===== config.mk =====
export PLATFORM = sky130hd
export DESIGN_NAME = encoder_period_rpm_spike_filter
export DESIGN_NICKNAME = d
export VERILOG_FILES = /design/src/rtl/eprsf_pkg.sv /design/src/rtl/encoder_period_rpm_spike_filter.sv /design/src/rtl/eprsf_ctrl.sv /design/src/rtl/eprsf_dp.sv
export VERILOG_INCLUDE_DIRS = /design/src /design/src/rtl
export SDC_FILE = /design/constraint.sdc
export NUM_CORES = 2
export LEC_CHECK = 0
export ABC_AREA = 1
export BUFFER_PORTS_ARGS = -buffer_cell sky130_fd_sc_hd__buf_2
export CAP_MARGIN = 10
export CELL_PAD_IN_SITES_DETAIL_PLACEMENT = 0
export CELL_PAD_IN_SITES_GLOBAL_PLACEMENT = 1
export CORE_MARGIN = 2
export CORE_UTILIZATION = 25
export CTS_CLUSTER_SIZE = 10
export DETAILED_ROUTE_END_ITERATION = 6
export HOLD_SLACK_MARGIN = 0.15
export MAX_ROUTING_LAYER = met4
export PLACE_DENSITY = 0.47
export SETUP_SLACK_MARGIN = 0.15
export SLEW_MARGIN = 40
export SYNTH_ARGS = -nofsm -noshare
export SYNTH_HDL_FRONTEND = slang
export SYNTH_SLANG_ARGS = --single-unit

===== constraint.sdc =====
create_clock -name i_clk -period 19 [get_ports i_clk]
set_clock_uncertainty 0.1 [all_clocks]
set_input_delay 3.8 -clock i_clk [delete_from_list [all_inputs] [get_ports i_clk]]
set_output_delay 3.8 -clock i_clk [all_outputs]
set_load 0.01 [all_outputs]

===== src/rtl/assert_macros.svh =====
// Assertion helpers shared by the RTL files that check their own logic.
// Each macro expands to one labeled concurrent assertion on i_clk,
// muted while i_rst_n is low.
`ifndef ASSERT_MACROS_SVH
`define ASSERT_MACROS_SVH

// Property must hold at every clock edge outside reset.
`define ASSERT_ALWAYS(label, prop, msg) \
    label: assert property (@(posedge i_clk) disable iff (!i_rst_n) (prop)) else $error(msg);

// When ante holds, cons must hold in the same cycle.
`define ASSERT_SAME(label, ante, cons, msg) \
    label: assert property (@(posedge i_clk) disable iff (!i_rst_n) (ante) |-> (cons)) \
        else $error(msg);

// When ante holds, cons must hold in the next cycle.
`define ASSERT_NEXT(label, ante, cons, msg) \
    label: assert property (@(posedge i_clk) disable iff (!i_rst_n) (ante) |=> (cons)) \
        else $error(msg);

`endif


===== src/rtl/eprsf_pkg.sv =====
// ----------------------------------------------------------------------------
// eprsf_pkg
// Shared constants and controller/datapath link types for the encoder
// period to rpm block.
// ----------------------------------------------------------------------------
`default_nettype none

package eprsf_pkg;

    localparam int CAPTURE_BITS = 32;
    localparam int FRAC_BITS    = 8;
    localparam int CPR_W        = 16;
    localparam int RPM_OUT_W    = 16;
    localparam int STAMP_IN_W   = 32;

    localparam logic [CPR_W-1:0] CPR_RESET = 16'd20;

    // dividend: microseconds per minute in fixed point
    localparam logic [63:0] NUM_FX_64 = 64'd60000000 << FRAC_BITS;
    localparam int NUM_W = $clog2(NUM_FX_64 + 64'd1);
    localparam logic [NUM_W-1:0] NUM_FX = NUM_W'(NUM_FX_64);
    localparam int CNT_W = $clog2(NUM_W);

    // divisor: period times counts per rev
    localparam int DEN_W = CAPTURE_BITS + CPR_W;

    localparam logic [63:0] RPM_MAX_64 = 64'd200 << FRAC_BITS;
    localparam int RPM_W = $clog2(RPM_MAX_64 + 64'd1);
    localparam logic [RPM_W-1:0] RPM_MAX_FX     = RPM_W'(RPM_MAX_64);
    localparam logic [RPM_W-1:0] RPM_CONFIRM_FX = RPM_W'(64'd190 << FRAC_BITS);

    typedef struct packed {
        logic load_in;    // latch accepted beat
        logic load_mul;   // register period * cpr, arm divider
        logic div_step;   // one restoring divide step
        logic commit;     // update filter state and output register
    } t_dp_cmd;

    typedef struct packed {
        logic use_div;    // capture with a valid previous stamp
        logic div_last;   // current step is the final quotient bit
        logic out_free;   // output register can take a new beat
        logic is_timeout; // item in flight is a timeout
    } t_dp_sts;

endpackage

`default_nettype wire


===== src/rtl/encoder_period_rpm_spike_filter.sv =====
// ----------------------------------------------------------------------------
// encoder_period_rpm_spike_filter
// Encoder edge timestamps to filtered wheel rpm (8.8 fixed point), one wheel.
// ----------------------------------------------------------------------------
//
//  channel   direction  handshake            payload
//  input     in         i_valid / o_stall    i_action, i_capture_time
//  output    out        o_valid / i_stall    o_speed_rpm, o_prev_speed_rpm,
//                                            o_in_transient
//  config    in         i_cfg_wr_en          i_cfg_wr_data (counts_per_rev)
//
// A capture with a nonzero previous stamp is latched on accept, then the
// period * counts product is registered, the bit-serial restoring divide
// runs (one quotient bit per cycle) and the result is committed.
// Timeouts and first captures skip the product and the divider.
// Synchronous active-low reset; counts_per_rev resets to 20, filter to zero.
// The output register holds one beat: a new beat is accepted while it waits,
// and that beat's commit waits for the output to be taken.
// ----------------------------------------------------------------------------
`default_nettype none

`include "assert_macros.svh"

module encoder_period_rpm_spike_filter
    import eprsf_pkg::*;
(
    input  wire logic                  i_clk,
    input  wire logic                  i_rst_n,
    // input beats
    input  wire logic                  i_valid,
    output logic                       o_stall,
    input  wire logic                  i_action,
    input  wire logic [STAMP_IN_W-1:0] i_capture_time,
    // configuration
    input  wire logic                  i_cfg_wr_en,
    input  wire logic [CPR_W-1:0]      i_cfg_wr_data,
    // result beats
    output logic                       o_valid,
    input  wire logic                  i_stall,
    output logic [RPM_OUT_W-1:0]       o_speed_rpm,
    output logic [RPM_OUT_W-1:0]       o_prev_speed_rpm,
    output logic                       o_in_transient
);

    t_dp_cmd cmd;
    t_dp_sts sts;

    // sequencer: owns the input handshake
    eprsf_ctrl u_ctrl (
        .i_clk   (i_clk),
        .i_rst_n (i_rst_n),
        .i_valid (i_valid),
        .o_stall (o_stall),
        .i_sts   (sts),
        .o_cmd   (cmd)
    );

    // datapath: divider, filter state, output register
    eprsf_dp u_dp (
        .i_clk            (i_clk),
        .i_rst_n          (i_rst_n),
        .i_cmd            (cmd),
        .o_sts            (sts),
        .i_action         (i_action),
        .i_capture_time   (i_capture_time),
        .i_cfg_wr_en      (i_cfg_wr_en),
        .i_cfg_wr_data    (i_cfg_wr_data),
        .i_stall          (i_stall),
        .o_valid          (o_valid),
        .o_speed_rpm      (o_speed_rpm),
        .o_prev_speed_rpm (o_prev_speed_rpm),
        .o_in_transient   (o_in_transient)
    );

    // an accepted beat blocks the next one until its commit
    `ASSERT_NEXT(a_accept_busy, i_valid && !o_stall, o_stall, "accept did not start work")

    // commit only happens while a beat is in flight
    `ASSERT_SAME(a_commit_busy, cmd.commit, o_stall, "commit with no beat in flight")

    // a timeout beat reports zero speed and zero previous speed
    `ASSERT_NEXT(a_timeout_zero, cmd.commit && sts.is_timeout,
        o_valid && o_speed_rpm == '0 && o_prev_speed_rpm == '0, "timeout result not zero")

    // divider never steps in the same cycle as it is armed
    `ASSERT_ALWAYS(a_div_arm, !(cmd.load_mul && cmd.div_step), "divider armed while stepping")

endmodule

`default_nettype wire


===== src/rtl/eprsf_ctrl.sv =====
// ----------------------------------------------------------------------------
// eprsf_ctrl
// Sequencer: accept, multiply, bit-serial divide, filter commit.
// ----------------------------------------------------------------------------
`default_nettype none

module eprsf_ctrl
    import eprsf_pkg::*;
(
    input  wire logic    i_clk,
    input  wire logic    i_rst_n,
    input  wire logic    i_valid,
    output logic         o_stall,
    input  wire t_dp_sts i_sts,
    output t_dp_cmd      o_cmd
);

    localparam logic [1:0] ST_IDLE = 2'd0;
    localparam logic [1:0] ST_PREP = 2'd1;
    localparam logic [1:0] ST_DIV  = 2'd2;
    localparam logic [1:0] ST_FILT = 2'd3;

    logic [1:0] r_state;
    logic [1:0] n_state;

    assign o_stall = (r_state != ST_IDLE);

    always_comb begin
        n_state        = r_state;
        o_cmd          = '0;
        case (r_state)
            ST_IDLE: begin
                if (i_valid) begin
                    o_cmd.load_in = 1'b1;
                    n_state       = ST_PREP;
                end
            end
            ST_PREP: begin
                if (i_sts.use_div) begin
                    o_cmd.load_mul = 1'b1;
                    n_state        = ST_DIV;
                end else begin
                    n_state = ST_FILT;
                end
            end
            ST_DIV: begin
                o_cmd.div_step = 1'b1;
                if (i_sts.div_last) begin
                    n_state = ST_FILT;
                end
            end
            ST_FILT: begin
                // hold until the output register has room
                if (i_sts.out_free) begin
                    o_cmd.commit = 1'b1;
                    n_state      = ST_IDLE;
                end
            end
            default: begin
                n_state = ST_IDLE;
            end
        endcase
    end

    always_ff @(posedge i_clk) begin
        if (!i_rst_n) begin
            r_state <= ST_IDLE;
        end else begin
            r_state <= n_state;
        end
    end

endmodule

`default_nettype wire


===== src/rtl/eprsf_dp.sv =====
// ----------------------------------------------------------------------------
// eprsf_dp
// Period, product, restoring divider, spike filter and output register.
// ----------------------------------------------------------------------------
`default_nettype none

module eprsf_dp
    import eprsf_pkg::*;
(
    input  wire logic                  i_clk,
    input  wire logic                  i_rst_n,
    input  wire t_dp_cmd               i_cmd,
    output t_dp_sts                    o_sts,
    input  wire logic                  i_action,
    input  wire logic [STAMP_IN_W-1:0] i_capture_time,
    input  wire logic                  i_cfg_wr_en,
    input  wire logic [CPR_W-1:0]      i_cfg_wr_data,
    input  wire logic                  i_stall,
    output logic                       o_valid,
    output logic [RPM_OUT_W-1:0]       o_speed_rpm,
    output logic [RPM_OUT_W-1:0]       o_prev_speed_rpm,
    output logic                       o_in_transient
);

    localparam logic ACT_CAPTURE = 1'b0;
    localparam logic ACT_TIMEOUT = 1'b1;

    // control / architectural state
    logic [CPR_W-1:0]        r_cpr;
    logic [CAPTURE_BITS-1:0] r_last;
    logic [RPM_W-1:0]        r_held;
    logic [RPM_W-1:0]        r_filt;
    logic [RPM_W-1:0]        r_prev;
    logic                    r_trans;
    logic                    r_out_valid;

    // payload
    logic                    r_action;
    logic                    r_use_div;
    logic [CAPTURE_BITS-1:0] r_stamp;
    logic [DEN_W-1:0]        r_den;
    logic [DEN_W-1:0]        r_rem;
    logic [NUM_W-1:0]        r_quo;
    logic [CNT_W-1:0]        r_cnt;
    logic [RPM_OUT_W-1:0]    r_out_speed;
    logic [RPM_OUT_W-1:0]    r_out_prev;
    logic                    r_out_trans;

    logic [CAPTURE_BITS-1:0] period;
    logic [DEN_W-1:0]        n_den;
    logic [DEN_W:0]          rem_sh;
    logic [DEN_W:0]          sub;
    logic [RPM_W-1:0]        q_clamp;
    logic [RPM_W-1:0]        meas;
    logic [RPM_W+2:0]        meas5;
    logic [RPM_W+2:0]        filt6;
    logic [RPM_W-1:0]        n_filt;
    logic [RPM_W-1:0]        n_prev;
    logic [RPM_W-1:0]        n_held;
    logic                    n_trans;

    // period wraps modulo the capture width
    assign period = r_stamp - r_last;
    assign n_den  = period * r_cpr;

    // restoring divide, one quotient bit per step, MSB first
    assign rem_sh = {r_rem, NUM_FX[r_cnt]};
    assign sub    = rem_sh - {1'b0, r_den};

    // zero divisor yields an all-ones quotient, which clamps to max
    assign q_clamp = (r_quo > NUM_W'(RPM_MAX_FX)) ? RPM_MAX_FX : r_quo[RPM_W-1:0];
    assign meas    = r_use_div ? q_clamp : r_held;

    // normal-mode accept: 5*(m-r) < r  <=>  5m < 6r
    assign meas5 = ({3'b000, meas} << 2) + {3'b000, meas};
    assign filt6 = ({3'b000, r_filt} << 2) + ({3'b000, r_filt} << 1);

    always_comb begin
        n_filt  = r_filt;
        n_prev  = r_prev;
        n_held  = r_held;
        n_trans = r_trans;
        if (r_action == ACT_TIMEOUT) begin
            n_filt = '0;
            n_prev = '0;
        end else begin
            n_prev = r_filt;
            n_held = meas;
            if (!r_trans) begin
                if (meas5 < filt6) begin
                    n_filt = meas;
                end else begin
                    n_trans = 1'b1;
                end
            end else if (meas < RPM_CONFIRM_FX) begin
                n_filt  = meas;
                n_trans = 1'b0;
            end
        end
    end

    always_ff @(posedge i_clk) begin
        if (!i_rst_n) begin
            r_cpr       <= CPR_RESET;
            r_last      <= '0;
            r_held      <= '0;
            r_filt      <= '0;
            r_prev      <= '0;
            r_trans     <= 1'b0;
            r_out_valid <= 1'b0;
        end else begin
            if (i_cfg_wr_en) begin
                r_cpr <= i_cfg_wr_data;
            end
            if (i_cmd.commit) begin
                r_filt  <= n_filt;
                r_prev  <= n_prev;
                r_held  <= n_held;
                r_trans <= n_trans;
                if (r_action == ACT_CAPTURE) begin
                    r_last <= r_stamp;
                end
            end
            if (i_cmd.commit) begin
                r_out_valid <= 1'b1;
            end else if (!i_stall) begin
                r_out_valid <= 1'b0;
            end
        end
    end

    always_ff @(posedge i_clk) begin
        if (i_cmd.load_in) begin
            r_action  <= i_action;
            r_stamp   <= i_capture_time[CAPTURE_BITS-1:0];
            r_use_div <= (i_action == ACT_CAPTURE) && (r_last != '0);
        end
        if (i_cmd.load_mul) begin
            r_den <= n_den;
            r_rem <= '0;
            r_cnt <= CNT_W'(NUM_W - 1);
        end
        if (i_cmd.div_step) begin
            r_rem <= sub[DEN_W] ? rem_sh[DEN_W-1:0] : sub[DEN_W-1:0];
            r_quo <= {r_quo[NUM_W-2:0], ~sub[DEN_W]};
            r_cnt <= r_cnt - 1'b1;
        end
        if (i_cmd.commit) begin
            r_out_speed <= RPM_OUT_W'(n_filt);
            r_out_prev  <= RPM_OUT_W'(n_prev);
            r_out_trans <= n_trans;
        end
    end

    assign o_sts.use_div    = r_use_div;
    assign o_sts.div_last   = (r_cnt == '0);
    assign o_sts.out_free   = !r_out_valid || !i_stall;
    assign o_sts.is_timeout = (r_action == ACT_TIMEOUT);

    assign o_valid          = r_out_valid;
    assign o_speed_rpm      = r_out_speed;
    assign o_prev_speed_rpm = r_out_prev;
    assign o_in_transient   = r_out_trans;

endmodule

`default_nettype wire


* Yosys cells after proc, flatten, opt, wreduce, memory -nomap -nowiden
Memories as Yosys holds them, arrays and structs flattened. A register that Yosys moved wholly into a read port is not among the register bits.
Index checks and enable logic that the tools add are counted.
** Storage, ports and cells
- Bits in registers :: 287
- ROM bits :: 64
- Input bits :: 54
- Output and inout port bits :: 35
- Word-level logic and storage cells :: 80
- Memories kept :: 1
** Operators by class
- $add $sub $neg :: 5
- $mul :: 1
- Magnitude comparators :: 4
- Equal/unequal tests :: 7
- Multiplexer cells :: 31
- Bitwise gates (word level) :: 3
- Reduce and logical (&&, ||, !) cells :: 11
** Memory list
- (name not given) :: words 64, bits a word 1, read ports 1, clocked after memory_dff 1, write ports 0, line eprsf_dp.sv:67 : assign rem_sh = {r_rem, NUM_FX[r_cnt]};
** Operator list (count)
- two-way mux 48 bit :: 3
- two-way mux 16 bit :: 6
- subtractor 49 x 48 -> 49 bit :: 1
- multiplier 32 x 16 -> 48 bit :: 1
- greater-than comparator 34 x 16 -> 1 bit, second input constant :: 1
- nonzero test 32 bit :: 1
- subtractor 32 bit :: 1
- adder 18 x 16 -> 19 bit :: 1
- adder 18 x 17 -> 19 bit :: 1
- < comparator 19 bit :: 1
- two-way mux 6 bit :: 3
- < comparator 16 bit, second input constant :: 1
- two-way mux 1 bit :: 15
- one-hot mux 2 bit (4 select lines) :: 1
- < comparator 6 x 7 -> 1 bit, second input constant :: 1
- logical NOT 6 bit :: 1
- two-way mux 2 bit :: 3
- != test 2 bit, second input constant :: 3
- subtractor 6 x 1 -> 6 bit, second input constant :: 1
- equality test 2 bit, second input constant :: 2
- nonzero test 2 bit :: 2
- NOT 1 bit :: 3
- AND reduction 3 bit :: 1
- equality test 2 x 1 -> 1 bit, second input constant :: 1
- 6 further kinds :: 7

* Logic depth before layout (Yosys ltp)
- Depth after elaboration :: 8
- Gate-level depth with buffers :: 41
- Gate-level depth less buffers :: 41

* Modules after synthesis
Synthesis repeated with hierarchy kept, for this count alone.
** Unflattened totals
- Cells, all modules :: 4165
- Area, all modules :: 33972.6 um^2
** Modules (own cells, without submodules)
- eprsf_dp :: instances 1, cells each 4127, area an instance 33724.8 um^2, sequential area each 7757.4 um^2
- eprsf_ctrl :: instances 1, cells each 38, area an instance 247.7 um^2, sequential area each 40.0 um^2

* Worst setup path before layout
Ideal clock, no wire load.
- Kind :: register to register
- Start :: reg u_dp.r_stamp[2]
- End :: reg u_dp.r_den[47], data pin
- Setup time :: 265 ps
- Arrival time :: 6807 ps
- Slack :: 11828 ps
- Cell stages (with the launch flop) :: 36
- Period minus slack after synthesis :: 7172 ps
- Path through :: edfxtp_1 ha_1 a21oi_1 o21ai_1 nand2_1 nand2_1 nand2_1 nand2_2 nand2_1 nand2_1 a21oi_2 inv_2 nand2_1 nand2_1 a21oi_1 or2_1 buf_2 nand3_1 fa_1 inv_1 fa_1 fa_1 fa_1 fa_1 inv_1 fa_1 inv_1 ha_1 a21oi_1 o21a_1 inv_1 a21oi_1 nor2_1 a2111oi_0 o211ai_1 xor2_1
** Between the ends
- Word-level cells in the longest chain between the ends :: 2
** RTL lines
- start, declared :: line eprsf_dp.sv:40 : logic [CAPTURE_BITS-1:0] r_stamp;
- start signal, assigned :: line eprsf_dp.sv:135 : r_stamp <= i_capture_time[CAPTURE_BITS-1:0];
- subtractor 32 bit :: line eprsf_dp.sv:63 : assign period = r_stamp - r_last;
- multiplier 32 x 16 -> 48 bit :: line eprsf_dp.sv:64 : assign n_den = period * r_cpr;
- via u_dp.n_den[47] :: line eprsf_dp.sv:50 : logic [DEN_W-1:0] n_den;
- end signal, assigned :: line eprsf_dp.sv:139 : r_den <= n_den;
- end, declared :: line eprsf_dp.sv:41 : logic [DEN_W-1:0] r_den;
The timed path passes the listed nets, and every way through them passes these cells.
A chain may end at the register's enable or synchronous reset.

* Final worst setup path
- Start :: reg u_dp.r_stamp[13]
- End :: reg u_dp.r_den[44], data pin
The elaborated chain is that of the path after synthesis.

==> impl_metrics.ini <==
[die]
die_width_microns = 373.5
fp.dieH_microns = 373.5
core-area_sq_um = 135500
io-pin-count = 89
die-area_sq_um = 139500
fp-row-count = 135
initial_core_util = 0.2520

[placed_design]
place_hpwl_microns = 94210
io_buffers = 88
gp_congestion = 0.8412
placed_area_sq_um = 36570

[synth]
syn_area_sq_um = 34140
synth_edf_count = 203
synth_nets = 4915
yosys_register_bits = 288
ys_warn_count = 0
synth_flop_cell = edfxtp_1
syn_inst = 4183
syn_avg_cell_area_sq_um = 8.162
async_flop_share = 0
ys_seq_area_frac = 0.2284
synth_cell_type_count = 59

[min_path]
hold_end = u_dp.r_quo[24]$_DFFE_PP_
min_path_type = flip-flop to flip-flop
hp-start = u_dp.r_quo[23]$_DFFE_PP_
min_path_cells = 0

[clock_tree]
clk_pin_slew_ps = 50
ctsResizeCount = 0
cts_root_buf = clkbuf_16
h-tree-depth = 2
cts_tree = yes
post-cts-setup-buffers = 0
cts.path.max_buffers = 3
insertion_delay_ps = 630
cts_buffers = 41
cts.sinks = 288
cts_hold_buf = 0

[worst_setup_path]
cp.arrival_ps = 9560
critPathRequiredTime_ps = 19260
slowest_stage = fa_1
r2r_end = u_dp.r_den[44]$_DFFE_PP_
timing.rr.start = u_dp.r_stamp[13]$_DFFE_PP_
rr_worst_depth = 31
cpPeakStageDelay_ps = 590
cp-end-kind = flip-flop
cpMostUsedCell = fa_1
rrSetupSlack_ps = 9700
critPathLaunchType = flip-flop
crit_type = flip-flop to flip-flop
crit_path_max_fanout = 10

[final_layout]
seq_area_sq_um = 7802
design_area_sq_um = 37900
syn2layout_area_growth_pct = 11.01
final_nets = 4966
fillerInstances = 14943
multi_input_area_sq_um = 22380
drive_above_1_share = 0.07242

[detailed_routing]
route.vias.total = 27003
drtIter0Drc = 1468
wl_per_cell_microns = 19.44
ant_nets = 0
viasPerCell = 4.462
wirelength_microns = 117600
drc = 0
drtPass1Iterations = 6

[sta]
post-route-period-util = 0.4897
max_freq_mhz = 107.5
rsz0062_at_grt = false
final_hold_viol_count = 0
slew_violations = 0
timing.hold.ws_ps = 345.9
setup_tns_ps = 0
setup_viol = 0
max_slew_margin = 0.4161
tightestPinTransition_ps = 871.5
fin_crit_ps = 9304

[grt]
gr-total-overflow = 0
grt_pass1_wl_microns = 182600
antenna_found_initial = 4
grt_pass1_vias = 28862
track_usage = 0.1756
grt_start_max_net_pins = 61

[job]
max_cap_violations = 0

[run_status]
status = completed
[worst max-delay path: cells and delay by family (launching register included)]
kind / cells / cell delay [ps]
fa+ha+maj: 8 / 4020
simple gates: 9 / 1990
compound gates: 7 / 1650
buf+inv: 6 / 700
flops: 1 / 410
xor+xnor: 1 / 90
[cell families (layout without fill, tap and decap cells)]
kind of cell / count (synthesis) / after routing / share of synthesized area
AOI/OAI and AO/OA: 711 / 711 / 0.1134
other: 0 / 4 / 0
and+or+nand+nor: 1349 / 1349 / 0.1670
buffers and inverters: 1029 / 1113 / 0.1164
adders and majority gates: 678 / 678 / 0.3413
xor gates and xnor gates: 128 / 128 / 0.03350
DFF: 288 / 288 / 0.2284
[synth_stat cells (17+ instances only)]
master | number | area, sq um
nor2_1 | 427 | 1603
a21o_1 | 18 | 135.1
a31oi_1 | 46 | 287.8
or2_2 | 57 | 356.6
dfxtp_1 | 85 | 1702
fa_1 | 422 | 8448
nand3_1 | 164 | 820.8
a21oi_1 | 350 | 1752
inv_1 | 890 | 3341
buf_2 | 23 | 115.1
ha_1 | 256 | 3203
nand2_1 | 598 | 2245
xor2_1 | 64 | 560.5
edfxtp_1 | 203 | 6096
o21ai_0 | 195 | 975.9
xnor2_1 | 61 | 534.3
or2_1 | 24 | 150.1
clkbuf_1 | 83 | 311.6
nand4_1 | 17 | 106.4
o21ai_1 | 34 | 170.2
[stage by stage]
stage,util,std cells,setup slack (ps)
global route,0.2797,6050,9110
finish,0.2798,6052,9696
detailed placement,0.2699,5972,9783
floorplan,-,4183,11830
global placement,0.2699,5972,9760
CTS,0.2797,6048,9772
[state kept, by name, summed over array words and instances, names as in the netlist]
register and flops:
u_ctrl.r_state 2, u_dp.o_in_transient 1, u_dp.o_prev_speed_rpm 16, u_dp.o_speed_rpm 16
u_dp.o_valid 1, u_dp.r_action 1, u_dp.r_cnt 6, u_dp.r_cpr 16
u_dp.r_den 48, u_dp.r_filt 16, u_dp.r_held 16, u_dp.r_last 32
u_dp.r_quo 34, u_dp.r_rem 48, u_dp.r_stamp 32, u_dp.r_trans 1
u_dp.r_use_div 1, u_dp.rem_sh 1
[routing by layer]
layer	vias to the layer above	GRT usage	wire, microns
met5	-	-	0
met1	13259	0.2348	56390
met2	403	0.2824	54460
met4	0	0.03758	2465
met3	103	0.02444	4318
li1	13238	-	-
[layout make-up]
cell class / count / area share
antenna: 4 / 0.0002641
clock buffer: 59 / 0.03044
clock inverter: 17 / 0.004457
timing repair buffer: 127 / 0.01935
sequential: 288 / 0.2059
multi-input combinational: 2866 / 0.5906
inverter: 910 / 0.09026
tap: 1781 / 0.05880
[cell usage in the layout (no fill, tap or decap), types with 18 or more instances in the layout]
master     netlist  layout
edfxtp_1       203     203
ha_1           256     255
fa_1           422     422
a31oi_1         46      46
a21oi_1        350     350
inv_1          890     881
clkbuf_16        0      41
buf_2           23      88
o21ai_1         34      34
nand3_1        164     164
nor2_1         427     427
a21o_1          18      18
xnor2_1         61      61
nand2_1        598     598
or2_2           57      57
dfxtp_1         85      81
xor2_1          64      64
o21ai_0        195     195
or2_1           24      24
buf_4            1      39
inv_2           10      19
[how the worst max path moves through the flow]
stage / start / cells after the start / to / slack, ps
after floorplan: u_dp.r_stamp[2]$_DFFE_PP_ / 35 / u_dp.r_den[47]$_DFFE_PP_ / 11830
after global placement: u_dp.r_stamp[13]$_DFFE_PP_ / 31 / u_dp.r_den[44]$_DFFE_PP_ / 9760
after detailed placement: u_dp.r_stamp[13]$_DFFE_PP_ / 31 / u_dp.r_den[44]$_DFFE_PP_ / 9780
after CTS: u_dp.r_stamp[13]$_DFFE_PP_ / 31 / u_dp.r_den[44]$_DFFE_PP_ / 9770
after global routing: u_dp.r_stamp[13]$_DFFE_PP_ / 31 / u_dp.r_den[44]$_DFFE_PP_ / 9110
final: u_dp.r_stamp[13]$_DFFE_PP_ / 31 / u_dp.r_den[44]$_DFFE_PP_ / 9700
Power is not shown: default switching activity piles up to over one toggle a cycle in this logic, so the estimate is an artifact.
